<file path="src/rtl/core/assert_macros.svh">
// ----------------------------------------------------------------------------
// Assertion macros
// Shared concurrent assertion wrappers for the RTL in this folder.
// ----------------------------------------------------------------------------
`ifndef ASSERT_MACROS_SVH
`define ASSERT_MACROS_SVH

// Property checked on every rising edge, muted while reset is asserted.
`define SFTA_ASSERT(lbl, clk, rst_n, prop, msg) \
    lbl: assert property (@(posedge clk) disable iff (!(rst_n)) (prop)) \
        else $error(msg);

// Property checked on every rising edge, reset included.
`define SFTA_ASSERT_ALWAYS(lbl, clk, prop, msg) \
    lbl: assert property (@(posedge clk) (prop)) else $error(msg);

`endif

</file>
<file path="src/rtl/core/sfta_pkg.sv">
// ----------------------------------------------------------------------------
// sfta_pkg
// Types and constants of the strip/fan triangle assembler.
// ----------------------------------------------------------------------------
package sfta_pkg;

    localparam int WORD_W      = 16;
    localparam int REC_W       = 4 * WORD_W;
    localparam int CORNER_W    = 2;
    localparam int OUT_USER_W  = 4;

    typedef logic signed [WORD_W-1:0] t_word;
    typedef logic [REC_W-1:0]         t_vertex_rec;

    // Word position inside a four-word vertex record
    localparam logic [1:0] SLOT_VERT = 2'd0;
    localparam logic [1:0] SLOT_NORM = 2'd1;
    localparam logic [1:0] SLOT_S    = 2'd2;
    localparam logic [1:0] SLOT_T    = 2'd3;

    // Vertex number inside a primitive, saturating
    localparam logic [1:0] POS_FIRST  = 2'd0;
    localparam logic [1:0] POS_SECOND = 2'd1;
    localparam logic [1:0] POS_THIRD  = 2'd2;
    localparam logic [1:0] POS_LATER  = 2'd3;

    // Triangle corner codes
    localparam logic [CORNER_W-1:0] CORNER_A = 2'd0;
    localparam logic [CORNER_W-1:0] CORNER_B = 2'd1;
    localparam logic [CORNER_W-1:0] CORNER_C = 2'd2;

endpackage

</file>
<file path="src/rtl/core/strip_fan_triangle_assembler_unit.sv">
// ----------------------------------------------------------------------------
// strip_fan_triangle_assembler_unit
// Assembles triangles from a packed strip/fan command stream of 16-bit words.
// ----------------------------------------------------------------------------
// Channel   Dir  Width  Contents
// s_axis    in   16     tdata: word (header or vertex record word)
// m_axis    out  64+4   tdata: vert_index, norm_index, tex_s, tex_t
//                       tuser: corner, is_fan, mesh_done; tlast: triangle_last
//
// One word is taken per cycle. A word that closes a triangle loads a three-beat
// corner burst, read straight out of the corner slots, one corner a cycle while the sink takes them.
// Since a record is four words long the burst drains before the next one can
// be due, so the stream runs at one word a cycle unless the sink stalls.
// A word that would touch the corner slots waits while a burst or a mesh-done
// request is still held. A mesh end waits only on a held mesh-done request
// that the sink is not taking in the same cycle. Other words pass freely.
// Synchronous active-low reset; the record and corner stores are not reset.
// ----------------------------------------------------------------------------
`include "assert_macros.svh"

module strip_fan_triangle_assembler_unit (
    input  logic                                i_clk,
    input  logic                                i_rst_n,
    input  logic                                s_axis_tvalid,
    output logic                                s_axis_tready,
    input  logic [sfta_pkg::WORD_W-1:0]         s_axis_tdata,   // [15:0] word
    output logic                                m_axis_tvalid,
    input  logic                                m_axis_tready,
    // [15:0] vert_index, [31:16] norm_index, [47:32] tex_s, [63:48] tex_t
    output logic [sfta_pkg::REC_W-1:0]          m_axis_tdata,
    output logic                                m_axis_tlast,   // triangle_last
    // [1:0] corner, [2] is_fan, [3] mesh_done
    output logic [sfta_pkg::OUT_USER_W-1:0]     m_axis_tuser
);
    import sfta_pkg::*;

    // Stream parser state
    logic                r_expect_header, n_expect_header;
    logic                r_fan_mode,      n_fan_mode;
    logic [WORD_W-1:0]   r_vert_left,     n_vert_left;
    logic [1:0]          r_vert_pos,      n_vert_pos;
    logic                r_strip_parity,  n_strip_parity;
    logic [1:0]          r_word_slot,     n_word_slot;

    // Output side
    logic                r_tri_busy,      n_tri_busy;
    logic [CORNER_W-1:0] r_tri_idx,       n_tri_idx;
    logic                r_out_fan,       n_out_fan;
    logic                r_mesh_pend,     n_mesh_pend;

    // Payload stores
    t_word               r_rec_word [3];
    t_vertex_rec         r_corner   [3];

    logic                in_fire;
    logic                out_fire;
    logic                mesh_drain;
    logic                is_zero_hdr;
    logic                is_last_word;
    logic                in_hold;
    logic                closes_tri;
    logic [WORD_W-1:0]   left_dec;
    t_vertex_rec         new_rec;
    t_vertex_rec         sel_corner;

    assign is_zero_hdr  = (s_axis_tdata == '0);
    assign is_last_word = !r_expect_header && (r_word_slot == SLOT_T);
    assign closes_tri   = is_last_word && (r_vert_pos != POS_FIRST)
                          && (r_vert_pos != POS_SECOND);

    // Mesh-done request leaving this cycle frees the slot for the next one
    assign mesh_drain = out_fire && !r_tri_busy;

    // Hold only the words that need the output side free
    assign in_hold = r_expect_header ? (is_zero_hdr && r_mesh_pend && !mesh_drain)
                                     : (is_last_word && (r_tri_busy || r_mesh_pend));

    assign s_axis_tready = !in_hold;
    assign in_fire       = s_axis_tvalid && s_axis_tready;
    assign out_fire      = m_axis_tvalid && m_axis_tready;

    assign left_dec = r_vert_left - 1'b1;
    assign new_rec  = {s_axis_tdata, r_rec_word[2], r_rec_word[1], r_rec_word[0]};

    // Next-state logic
    always_comb begin
        n_expect_header = r_expect_header;
        n_fan_mode      = r_fan_mode;
        n_vert_left     = r_vert_left;
        n_vert_pos      = r_vert_pos;
        n_strip_parity  = r_strip_parity;
        n_word_slot     = r_word_slot;
        n_tri_busy      = r_tri_busy;
        n_tri_idx       = r_tri_idx;
        n_out_fan       = r_out_fan;
        n_mesh_pend     = r_mesh_pend;

        // Drain side: triangle corners first, then a pending mesh end
        if (out_fire) begin
            if (r_tri_busy) begin
                if (r_tri_idx == CORNER_C) begin
                    n_tri_busy = 1'b0;
                end else begin
                    n_tri_idx = r_tri_idx + 1'b1;
                end
            end else begin
                n_mesh_pend = 1'b0;
            end
        end

        if (in_fire) begin
            if (r_expect_header) begin
                if (is_zero_hdr) begin
                    n_mesh_pend = 1'b1;
                end else begin
                    n_fan_mode      = s_axis_tdata[WORD_W-1];
                    n_vert_left     = s_axis_tdata[WORD_W-1] ? (~s_axis_tdata + 1'b1)
                                                             : s_axis_tdata;
                    n_expect_header = 1'b0;
                    n_vert_pos      = POS_FIRST;
                    n_strip_parity  = 1'b0;
                    n_word_slot     = SLOT_VERT;
                end
            end else if (!is_last_word) begin
                n_word_slot = r_word_slot + 1'b1;
            end else begin
                n_word_slot    = SLOT_VERT;
                n_vert_left    = left_dec;
                n_strip_parity = ~r_strip_parity;
                if (r_vert_pos != POS_LATER) begin
                    n_vert_pos = r_vert_pos + 1'b1;
                end
                if (left_dec == '0) begin
                    n_expect_header = 1'b1;
                end
                if (closes_tri) begin
                    n_tri_busy = 1'b1;
                    n_tri_idx  = CORNER_A;
                    n_out_fan  = r_fan_mode;
                end
            end
        end
    end

    always_ff @(posedge i_clk) begin
        if (!i_rst_n) begin
            r_expect_header <= 1'b1;
            r_fan_mode      <= 1'b0;
            r_vert_left     <= '0;
            r_vert_pos      <= POS_FIRST;
            r_strip_parity  <= 1'b0;
            r_word_slot     <= SLOT_VERT;
            r_tri_busy      <= 1'b0;
            r_tri_idx       <= CORNER_A;
            r_out_fan       <= 1'b0;
            r_mesh_pend     <= 1'b0;
        end else begin
            r_expect_header <= n_expect_header;
            r_fan_mode      <= n_fan_mode;
            r_vert_left     <= n_vert_left;
            r_vert_pos      <= n_vert_pos;
            r_strip_parity  <= n_strip_parity;
            r_word_slot     <= n_word_slot;
            r_tri_busy      <= n_tri_busy;
            r_tri_idx       <= n_tri_idx;
            r_out_fan       <= n_out_fan;
            r_mesh_pend     <= n_mesh_pend;
        end
    end

    // First three words of the record in flight
    always_ff @(posedge i_clk) begin
        if (in_fire && !r_expect_header) begin
            unique case (r_word_slot)
                SLOT_VERT: r_rec_word[0] <= s_axis_tdata;
                SLOT_NORM: r_rec_word[1] <= s_axis_tdata;
                SLOT_S:    r_rec_word[2] <= s_axis_tdata;
                SLOT_T:    ;
            endcase
        end
    end

    // Corner slots: fans pin A, strips swap the oldest corner out by parity
    always_ff @(posedge i_clk) begin
        if (in_fire && is_last_word) begin
            unique case (r_vert_pos)
                POS_FIRST:  r_corner[0] <= new_rec;
                POS_SECOND: r_corner[2] <= new_rec;
                POS_THIRD:  r_corner[1] <= new_rec;
                POS_LATER: begin
                    if (r_fan_mode) begin
                        r_corner[2] <= r_corner[1];
                        r_corner[1] <= new_rec;
                    end else if (!r_strip_parity) begin
                        r_corner[0] <= r_corner[1];
                        r_corner[1] <= new_rec;
                    end else begin
                        r_corner[0] <= r_corner[2];
                        r_corner[2] <= new_rec;
                    end
                end
            endcase
        end
    end

    always_comb begin
        unique case (r_tri_idx)
            CORNER_A: sel_corner = r_corner[0];
            CORNER_B: sel_corner = r_corner[1];
            default:  sel_corner = r_corner[2];
        endcase
    end

    // Result mux: a mesh-done request carries zero payload
    assign m_axis_tvalid = r_tri_busy || r_mesh_pend;
    assign m_axis_tdata  = r_tri_busy ? sel_corner : '0;
    assign m_axis_tlast  = r_tri_busy ? (r_tri_idx == CORNER_C) : 1'b1;
    assign m_axis_tuser  = r_tri_busy ? {1'b0, r_out_fan, r_tri_idx}
                                      : {1'b1, 1'b0, CORNER_A};

    `SFTA_ASSERT(a_tri_load_idle, i_clk, i_rst_n,
        (in_fire && closes_tri) |-> (!r_tri_busy && !r_mesh_pend),
        "triangle loaded while output side busy")
    `SFTA_ASSERT(a_burst_starts_at_a, i_clk, i_rst_n,
        $rose(r_tri_busy) |-> (r_tri_idx == CORNER_A),
        "corner burst does not start at corner A")
    `SFTA_ASSERT(a_burst_ends_on_c, i_clk, i_rst_n,
        (out_fire && r_tri_busy && (r_tri_idx == CORNER_C)) |=> !r_tri_busy,
        "corner burst continues past corner C")
    `SFTA_ASSERT_ALWAYS(a_hdr_slot_zero, i_clk,
        r_expect_header |-> (r_word_slot == SLOT_VERT),
        "record slot not cleared while awaiting header")

endmodule
</file>
<file path="config.mk">
export PLATFORM = sky130hd
export DESIGN_NAME = strip_fan_triangle_assembler_unit
export DESIGN_NICKNAME = d
export VERILOG_FILES = /design/src/rtl/core/sfta_pkg.sv /design/src/rtl/core/strip_fan_triangle_assembler_unit.sv
export VERILOG_INCLUDE_DIRS = /design/src /design/src/rtl/core
export SDC_FILE = /design/constraint.sdc
export NUM_CORES = 1
export LEC_CHECK = 0
export BUFFER_PORTS_ARGS = -buffer_cell sky130_fd_sc_hd__buf_2
export CAP_MARGIN = 20
export CORE_MARGIN = 2
export CORE_UTILIZATION = 45
export CTS_BUF_LIST = sky130_fd_sc_hd__clkbuf_4
export CTS_CLUSTER_SIZE = 24
export DETAILED_ROUTE_END_ITERATION = 6
export GPL_TIMING_DRIVEN = 0
export SLEW_MARGIN = 25
export SYNTH_ARGS = -nofsm -noshare
export SYNTH_HDL_FRONTEND = slang
export SYNTH_SLANG_ARGS = --single-unit
</file>
<file path="constraint.sdc">
create_clock -name i_clk -period 8.3 [get_ports i_clk]
set_input_delay 1.66 -clock i_clk [delete_from_list [all_inputs] [get_ports i_clk]]
set_output_delay 1.66 -clock i_clk [all_outputs]
set_load 0.005 [all_outputs]
</file>
# After elaboration in Yosys (flattened, before gate mapping)
# Memory sizes are Yosys's and may differ from the RTL's.
# Index checks and enable logic that the tools add are counted.
# totals
n_memories	2
mem_bits_rw	240
out_inout_bits	71
elab_cells	154
ff_bits	28
inputBits	20
# op_classes
n_mux	85
eq_ne	11
n_bitwise	10
n_addsub	5
n_reduce_logical	31
# mem_list
name	words	width	read_ports	rd_ports_with_merged_regs	write_ports	line	rtl
r_corner	3	64	3	0	3	strip_fan_triangle_assembler_unit.sv:53	t_vertex_rec r_corner [3];
r_rec_word	3	16	3	0	1	strip_fan_triangle_assembler_unit.sv:52	t_word r_rec_word [3];
# op_table
operator	n
$mux W64	7
$pmux W64 S2	1
$mux W16	6
$mux W1	55
$logic_not A16 Y1	2
$reduce_or A16 Y1	2
$mux W2	15
$add A16 B1 Y16 const B	1
$not A16 Y16	1
$sub A16 B1 Y16 const B	1
$logic_and A1 B1 Y1	11
$eq A2 B2 Y1 const B	5
$reduce_and A4 Y1	2
$add A2 B1 Y2 const B	3
$eq A2 B1 Y1 const B	3
$logic_not A2 Y1	3
$or A1 B1 Y1	6
$reduce_and A3 Y1	2
$reduce_bool A2 Y1	3
$logic_not A1 Y1	4
$mux W4	1
$ne A2 B2 Y1 const B	2
$not A1 Y1	3
$ne A2 B1 Y1 const B	1
2 further kinds	2

# Longest topological paths before layout
# Gate-level depths: netlist (run 1).
# logic_depth
word_depth	14
mapped_depth	10
depth_no_buf	7

# Least setup slack after synthesis (run 1)
# OpenSTA, ideal clock, no wires.
# synth_path
path_kind	input -> register
start	input port s_axis_tvalid
end	memory r_corner[0][128] (netlist name), enable pin
setup_time_ns	0.507
required_time_ns	7.793
path_buffers	1
stages	3
arrival_time_ns	5.120
setup_slack_ns	2.673
path_cell_list	buf_4 nand3_1 a21oi_1
# synth_rtl
element	line	rtl
from (decl)	strip_fan_triangle_assembler_unit.sv:24	input logic s_axis_tvalid,
to (decl)	strip_fan_triangle_assembler_unit.sv:53	

# Final worst setup path (run 1)
# layout_path
start	input port s_axis_tdata[0] (netlist name)
end	output port s_axis_tready
# layout_via
elab_chain_cells	5
# layout_lines
element	line	rtl
from (decl)	strip_fan_triangle_assembler_unit.sv:26	input logic [sfta_pkg::WORD_W-1:0] s_axis_tdata,
$logic_not A16 Y1	strip_fan_triangle_assembler_unit.sv:66	assign is_zero_hdr = (s_axis_tdata == '0);
$logic_and A1 B1 Y1 (2 in a row)	strip_fan_triangle_assembler_unit.sv:75	assign in_hold = r_expect_header ? (is_zero_hdr && r_mesh_pend && !mesh_drain)
$mux W1	strip_fan_triangle_assembler_unit.sv:75	
$logic_not A1 Y1	strip_fan_triangle_assembler_unit.sv:78	assign s_axis_tready = !in_hold;
to (decl)	strip_fan_triangle_assembler_unit.sv:25	output logic s_axis_tready,
# No other way between the ends.

==> impl_metrics.toml, run 1 <==
[outcome]
status = "finished, final reports clean"

[detailed_routing]
wl_um = 36050
ant_nets = 0
vias = 9538
drt_first_pass_iters = 5
avgRoutedWirePerCell_um = 21.54
drt_iter0_drc = 839
drcViolationCount = 0
vias_per_cell = 5.698

[synth]
ys_warn_count = 0
syn_area_per_cell_um2 = 12.01
synth.distinct_cells = 72
postSynth.asyncResetShare = 0
ys.flop_type = "edfxtp_1"
yosysSeqAreaShare = 0.6052
synth_edf_count = 240
postSynthCellCount = 1069
synth_area_um2 = 12830
syn_nets = 1103
synth_seq_cells = 268

[timing]
grt_setup_unrepaired = "no"
slew_violations = 0
fin_crit_sh = 0.7075
slew_headroom = 0.3064
setup_viol = 0
worstMarginPinSlew_ns = 1.038
fin_tns_setup_ns = 0
finalHoldViolCount = 0
whs_ns = 0.4445
final.setup_skew_ns = 0.05976
min_period_ns = 5.872
max_freq_mhz = 170.3

[place]
hpwl_um = 23200
port_buffers = 89
gp_congestion = 0.8749

[clock_network]
htree_levels = 3
cts_setup_buffers = 0
cts_buffer_depth = 3
post_cts_resized = 0
cts_hold_buf = 0
cts_buffers = 74
cts_sinks = 268
clk_latency_ns = 0.70
cts_tree = "yes"
clockRootBuffer = "clkbuf_4"
clk_pin_slew_worst_paths_ns = 0.07

[finish]
fill_cells = 2545
final_cell_mix = "edfxtp_1, nand2_1, clkbuf_4"
fin_nets = 1279
layout-drive-gt1-share = 0.2378
final_common_cell = "edfxtp_1"
multiInputGateArea_um2 = 4716
area_growth_pct = 17.02
seq_area_um2 = 7767

[power]
leakage_nw = 5.374
power.density_nw_per_um2 = 189.8
vdd_drop_max_uv = 103.5

[grt]
grt_pass1_vias = 9583
grt_pass1_wl_um = 55560
grt_max_degree = 23
gr-total-overflow = 0
antenna_found_initial = 2
grt_usage = 0.2411

[floorplanning]
dieArea_um2 = 29890
initial_core_util = 0.4594
placementRows = 61
dieHeight_um = 172.9
coreArea_um2 = 27930
ioPinCount = 91
dieWidth_um = 172.9

[critical_path]
critical_path.endpoint_type = "output port"
required_ns = 6.64
start_kind = "input pin"
crit_fanout = 10
worstPathArrival_ns = 4.21
crit_type = "input pin to output port"

[run]
maxCapViolCount = 0

[hold_path]
hp-class = "register to register"
## per-stage QoR
step | power [W] | std cells | utilization | area (µm²) | setup WS, ns
after floorplan | 0.001603 | 1069 | - | 12830 | 2.673
after global placement | 0.001659 | 1536 | 0.4923 | 13750 | 0.07314
after detailed placement | 0.001659 | 1547 | 0.5035 | 14060 | 2.448
after CTS | 0.002875 | 1673 | 0.5374 | 15010 | 2.444
after global routing | 0.002968 | 1674 | 0.5376 | 15020 | 2.332
final | 0.002850 | 1674 | 0.5376 | 15020 | 2.428
## state kept, by name, summed over array words and instances (netlist names)
register	cells
r_fan_mode	1
r_mesh_pend	1
r_corner	192
r_tri_idx	2
r_expect_header	1
r_vert_pos	2
r_vert_left	16
r_rec_word	48
r_out_fan	1
r_word_slot	2
r_strip_parity	1
r_tri_busy	1
## worst paths after layout
kind	depth (start not counted)	start	end	slack [ns]
worst max-delay path	10	s_axis_tdata[0]	s_axis_tready	2.43
worst min-delay path	0	r_rec_word[0][40]	r_corner[0][104]	0.44
worst max register to register	5	r_word_slot[0]	r_rec_word[0][39]	5.11
worst min register to register	0	r_rec_word[0][40]	r_corner[0][104]	0.44
## worst max-delay path, cell delays in order
cell and delay [ns]:
buf_2 0.24, inv_1 0.18, ha_1 0.19, or4b_1 0.43, clkbuf_1 0.21, nor4_4 0.51
buf_2 0.33, a21oi_1 0.09, or2_1 0.23, buf_2 0.13
## cell usage after synthesis, drive strengths merged, types with 14 or more instances
cell type | number | area (µm²)
o21ai | 83 | 419.2
a22oi | 68 | 515.5
mux2i | 66 | 660.6
mux2 | 61 | 686.9
ha | 14 | 175.2
nand2 | 153 | 574.3
nor2 | 25 | 98.84
buf | 21 | 105.1
edfxtp | 240 | 7207
inv | 21 | 78.83
dfxtp | 28 | 560.5
clkbuf | 53 | 198.9
a21oi | 90 | 454.2
## where the power goes
| group | internal (W) | switching, W | total (W) |
|---|---|---|---|
| clock network | 0.000662 | 0.000555 | 0.00122 |
| registers | 0.00147 | 0.0000153 | 0.00149 |
| logic | 0.0000504 | 0.0000974 | 0.000148 |
## final cells by class
cell class	instances	share of cell area
sequential	268	0.5172
tap	378	0.03149
clock inverter	17	0.008664
multi-input combinational	706	0.3140
inverter	21	0.005249
clock buffer	109	0.05449
antenna	1	0.0001666
timing repair buffer	100	0.04849
buffer	74	0.02024
## cell families (layout without fill, tap and decap cells)
kind of cell / after synthesis / after routing / share of synthesized area
AO/OA/AOI/OAI: 292 / 292 / 0.1409
flip-flops: 268 / 268 / 0.6052
other: 0 / 1 / 0
XOR/XNOR: 13 / 13 / 0.008872
multiplexers: 127 / 127 / 0.1050
buffers and inverters: 95 / 321 / 0.02983
AND/OR/NAND/NOR: 260 / 260 / 0.09652
adder cells (fa/ha/maj): 14 / 14 / 0.01365
## layer usage
layer | routed length (µm) | vias up | share of wire | track usage
met3 | 2360 | 46 | 0.065 | 0.04134
met5 | 0 | - | 0 | 0
li1 | - | 4474 | - | -
met4 | 704 | 0 | 0.020 | 0.08333
met2 | 17070 | 354 | 0.47 | 0.3902
met1 | 15920 | 4664 | 0.44 | 0.3296
No activity file was read; power rests on OpenSTA's default activity.
==> inputs of run 2 (changes only) <==
- ABC_AREA: not set -> 1
- clock period: 8.3 -> 5.7 ns (I/O delays scaled with it)
==> impl_metrics.toml, run 2 <==
[synth]
syn_area_per_cell_um2 = 9.739
ys.flop_type = "edfxtp_1"
yosysTopAreaCellShare = 0.5623
synth_compound_gate_area_share = 0.1477
synth_area_leader_cell = "edfxtp_1"
yosysSeqAreaShare = 0.6061
synth_area_um2 = 12820
synth.most_common_cell = "nand2_1"
syn_nets = 1350
postSynthCellCount = 1316
synth_simple_gate_area_share = 0.1475
postSynth.asyncResetShare = 0
ys_warn_count = 0
synth_top_family_by_area = "compound AO/OA/AOI/OAI gates"
yosys-top-cells-area = "edfxtp_1, nand2_1, o21ai_0"
synth_commonest_cells = "nand2_1, edfxtp_1, inv_1, o21ai_0, nor2_1"
synth.distinct_cells = 42
synth_fa_ha_area_frac = 0.01367
synth_xor_area_frac = 0.007517
synth_seq_cells = 268
synth_edf_count = 240
synth.mux.area_fraction = 0

[timing]
slew_headroom = 0.3215
fin_tns_setup_ns = 0
fin_crit_sh = 0.7616
finalHoldViolCount = 0
slew_violations = 0
max_freq_mhz = 230.4
setup_viol = 0
worstMarginPinSlew_ns = 1.014
grt_setup_unrepaired = "no"
final.setup_skew_ns = 0.04150
min_period_ns = 4.341

[grt]
grt_pass1_vias = 9904
antenna_found_initial = 1
gr-total-overflow = 0
grt_pass1_wl_um = 56010
grt_max_degree = 44
grt_usage = 0.2419

[finish]
largest_reg_flops = 192
area_growth_pct = 15.67
fin_util = 0.5307
largest-register = "r_corner"
fin_nets = 1521
seq_area_um2 = 7767
top_regs = "r_corner (192), r_rec_word (48), r_vert_left (16)"
final_cell_mix = "nand2_1, edfxtp_1, inv_1"
final_common_cell = "nand2_1"
layout-drive-gt1-share = 0.1847
multiInputGateArea_um2 = 4095
fill_cells = 2623

[floorplanning]
initial_core_util = 0.4588
ioPinCount = 91
placementRows = 61
dieWidth_um = 172.8
coreArea_um2 = 27930
dieHeight_um = 172.8
dieArea_um2 = 29850

[power]
power.density_nw_per_um2 = 274.8
vdd_drop_max_uv = 160.1
intPower_w = 0.003124
leakage_nw = 6.193
p_clk_frac = 0.416
comb_power_share = 0.055
p_switching_w = 0.0009494
power_frac_seq = 0.529
switching_share = 0.2331

[detailed_routing]
drt_iter0_drc = 1299
wl_um = 36090
vias = 10280
dr_wl_met3_um = 2485
drcViolationCount = 0
avgRoutedWirePerCell_um = 18.88
drt_first_pass_iters = 7
wl_met1_um = 15320
ant_nets = 0
top_layer = "met4"
wl_met2_um = 17210
vias_per_cell = 5.377

[clock_network]
cts_sinks = 268
cts_buffers = 72
clk_pin_slew_worst_paths_ns = 0.07
cts_tree = "yes"
htree_levels = 3
cts_hold_buf = 0
clockRootBuffer = "clkbuf_4"
post_cts_resized = 0
clk_latency_ns = 0.69
cts_buffer_depth = 3
cts_setup_buffers = 0

[critical_path]
critical_path.endpoint_type = "output port"
required_ns = 4.56
crit_type = "register to output port"
r2r_slack_ns = 3.02
crit_fanout = 10
r2r_start = "r_word_slot[0]"
critPathCapture = "m_axis_tdata[61]"
r2r_cells = 7
worstPathArrival_ns = 3.20
setup.worst_path.start = "r_tri_idx[0]"
rr_endpoint = "r_corner[0][106]"
start_kind = "register"

[hold_path]
hp-class = "register to register"

[outcome]
status = "finished, final reports clean"

[place]
port_buffers = 90
gp_congestion = 0.9002
hpwl_um = 23550

[run]
maxCapViolCount = 0
## run 2: layout make-up
cell class,instances,share of cell area
sequential,268,0.5240
buffer,72,0.02304
antenna,1,0.0001688
tap,378,0.03190
clock inverter,9,0.004051
clock buffer,110,0.05571
inverter,173,0.04397
multi-input combinational,803,0.2762
timing repair buffer,97,0.04094
## run 2: power by group through the flow
stage          Sequential [W]  Clock [W]  Combinational (W)
6_report              0.00215    0.00170           0.000224
5_1_grt               0.00216    0.00183           0.000247
4_1_cts               0.00215    0.00173           0.000221
3_5_place_dp          0.00220          0           0.000220
3_3_place_gp          0.00220          0           0.000215
2_1_floorplan         0.00219          0           0.000143
## run 2: worst min path at each step
stage	from	to	cells after the start
floorplan	r_strip_parity	r_strip_parity	1
global placement	r_rec_word[0][2]	r_corner[0][66]	0
detailed placement	r_rec_word[0][2]	r_corner[0][66]	0
CTS	r_rec_word[0][2]	r_corner[0][66]	0
global route	r_rec_word[0][2]	r_corner[0][66]	0
finish	r_rec_word[0][2]	r_corner[0][66]	0
## run 2: layer usage
| metal | vias to the layer above | GRT usage |
|---|---|---|
| met5 | - | 0 |
| met4 | 0 | 0.09993 |
| met3 | 77 | 0.04156 |
| met2 | 410 | 0.3952 |
| met1 | 4890 | 0.3212 |
| li1 | 4899 | - |
## run 2: logic make-up (layout without fill, tap and decap cells)
family          count (synthesis)  in the layout
simple gates                  458            458
compound gates                320            320
flops                         268            268
buf+inv                       245            461
fa+ha+maj                      14             14
xor+xnor                       11             11
other cells                     0              1
## run 2: per-stage QoR
| stage | hold WS (ns) | cell area [µm²] | std cells | worst slack [ns] | total power [W] |
|---|---|---|---|---|---|
| 6_report | 0.4234 | 14820 | 1911 | 1.359 | 0.004074 |
| 4_1_cts | 0.4108 | 14820 | 1910 | 1.291 | 0.004108 |
| 2_1_floorplan | 0.4264 | 12820 | 1316 | 1.209 | 0.002336 |
| 3_3_place_gp | 0.4300 | 13740 | 1784 | -1.067 | 0.002411 |
| 3_5_place_dp | 0.4334 | 13940 | 1791 | 1.802 | 0.002416 |
| 5_1_grt | 0.4457 | 14820 | 1911 | 1.161 | 0.004228 |
## run 2: critical path: stages (launching register included)
cell      delay [ns]
dfxtp_1         0.36
inv_1           0.09
ha_1            0.24
nor2_1          0.79
clkbuf_1        0.49
a21oi_1         0.14
nor2_1          0.26
buf_2           0.17
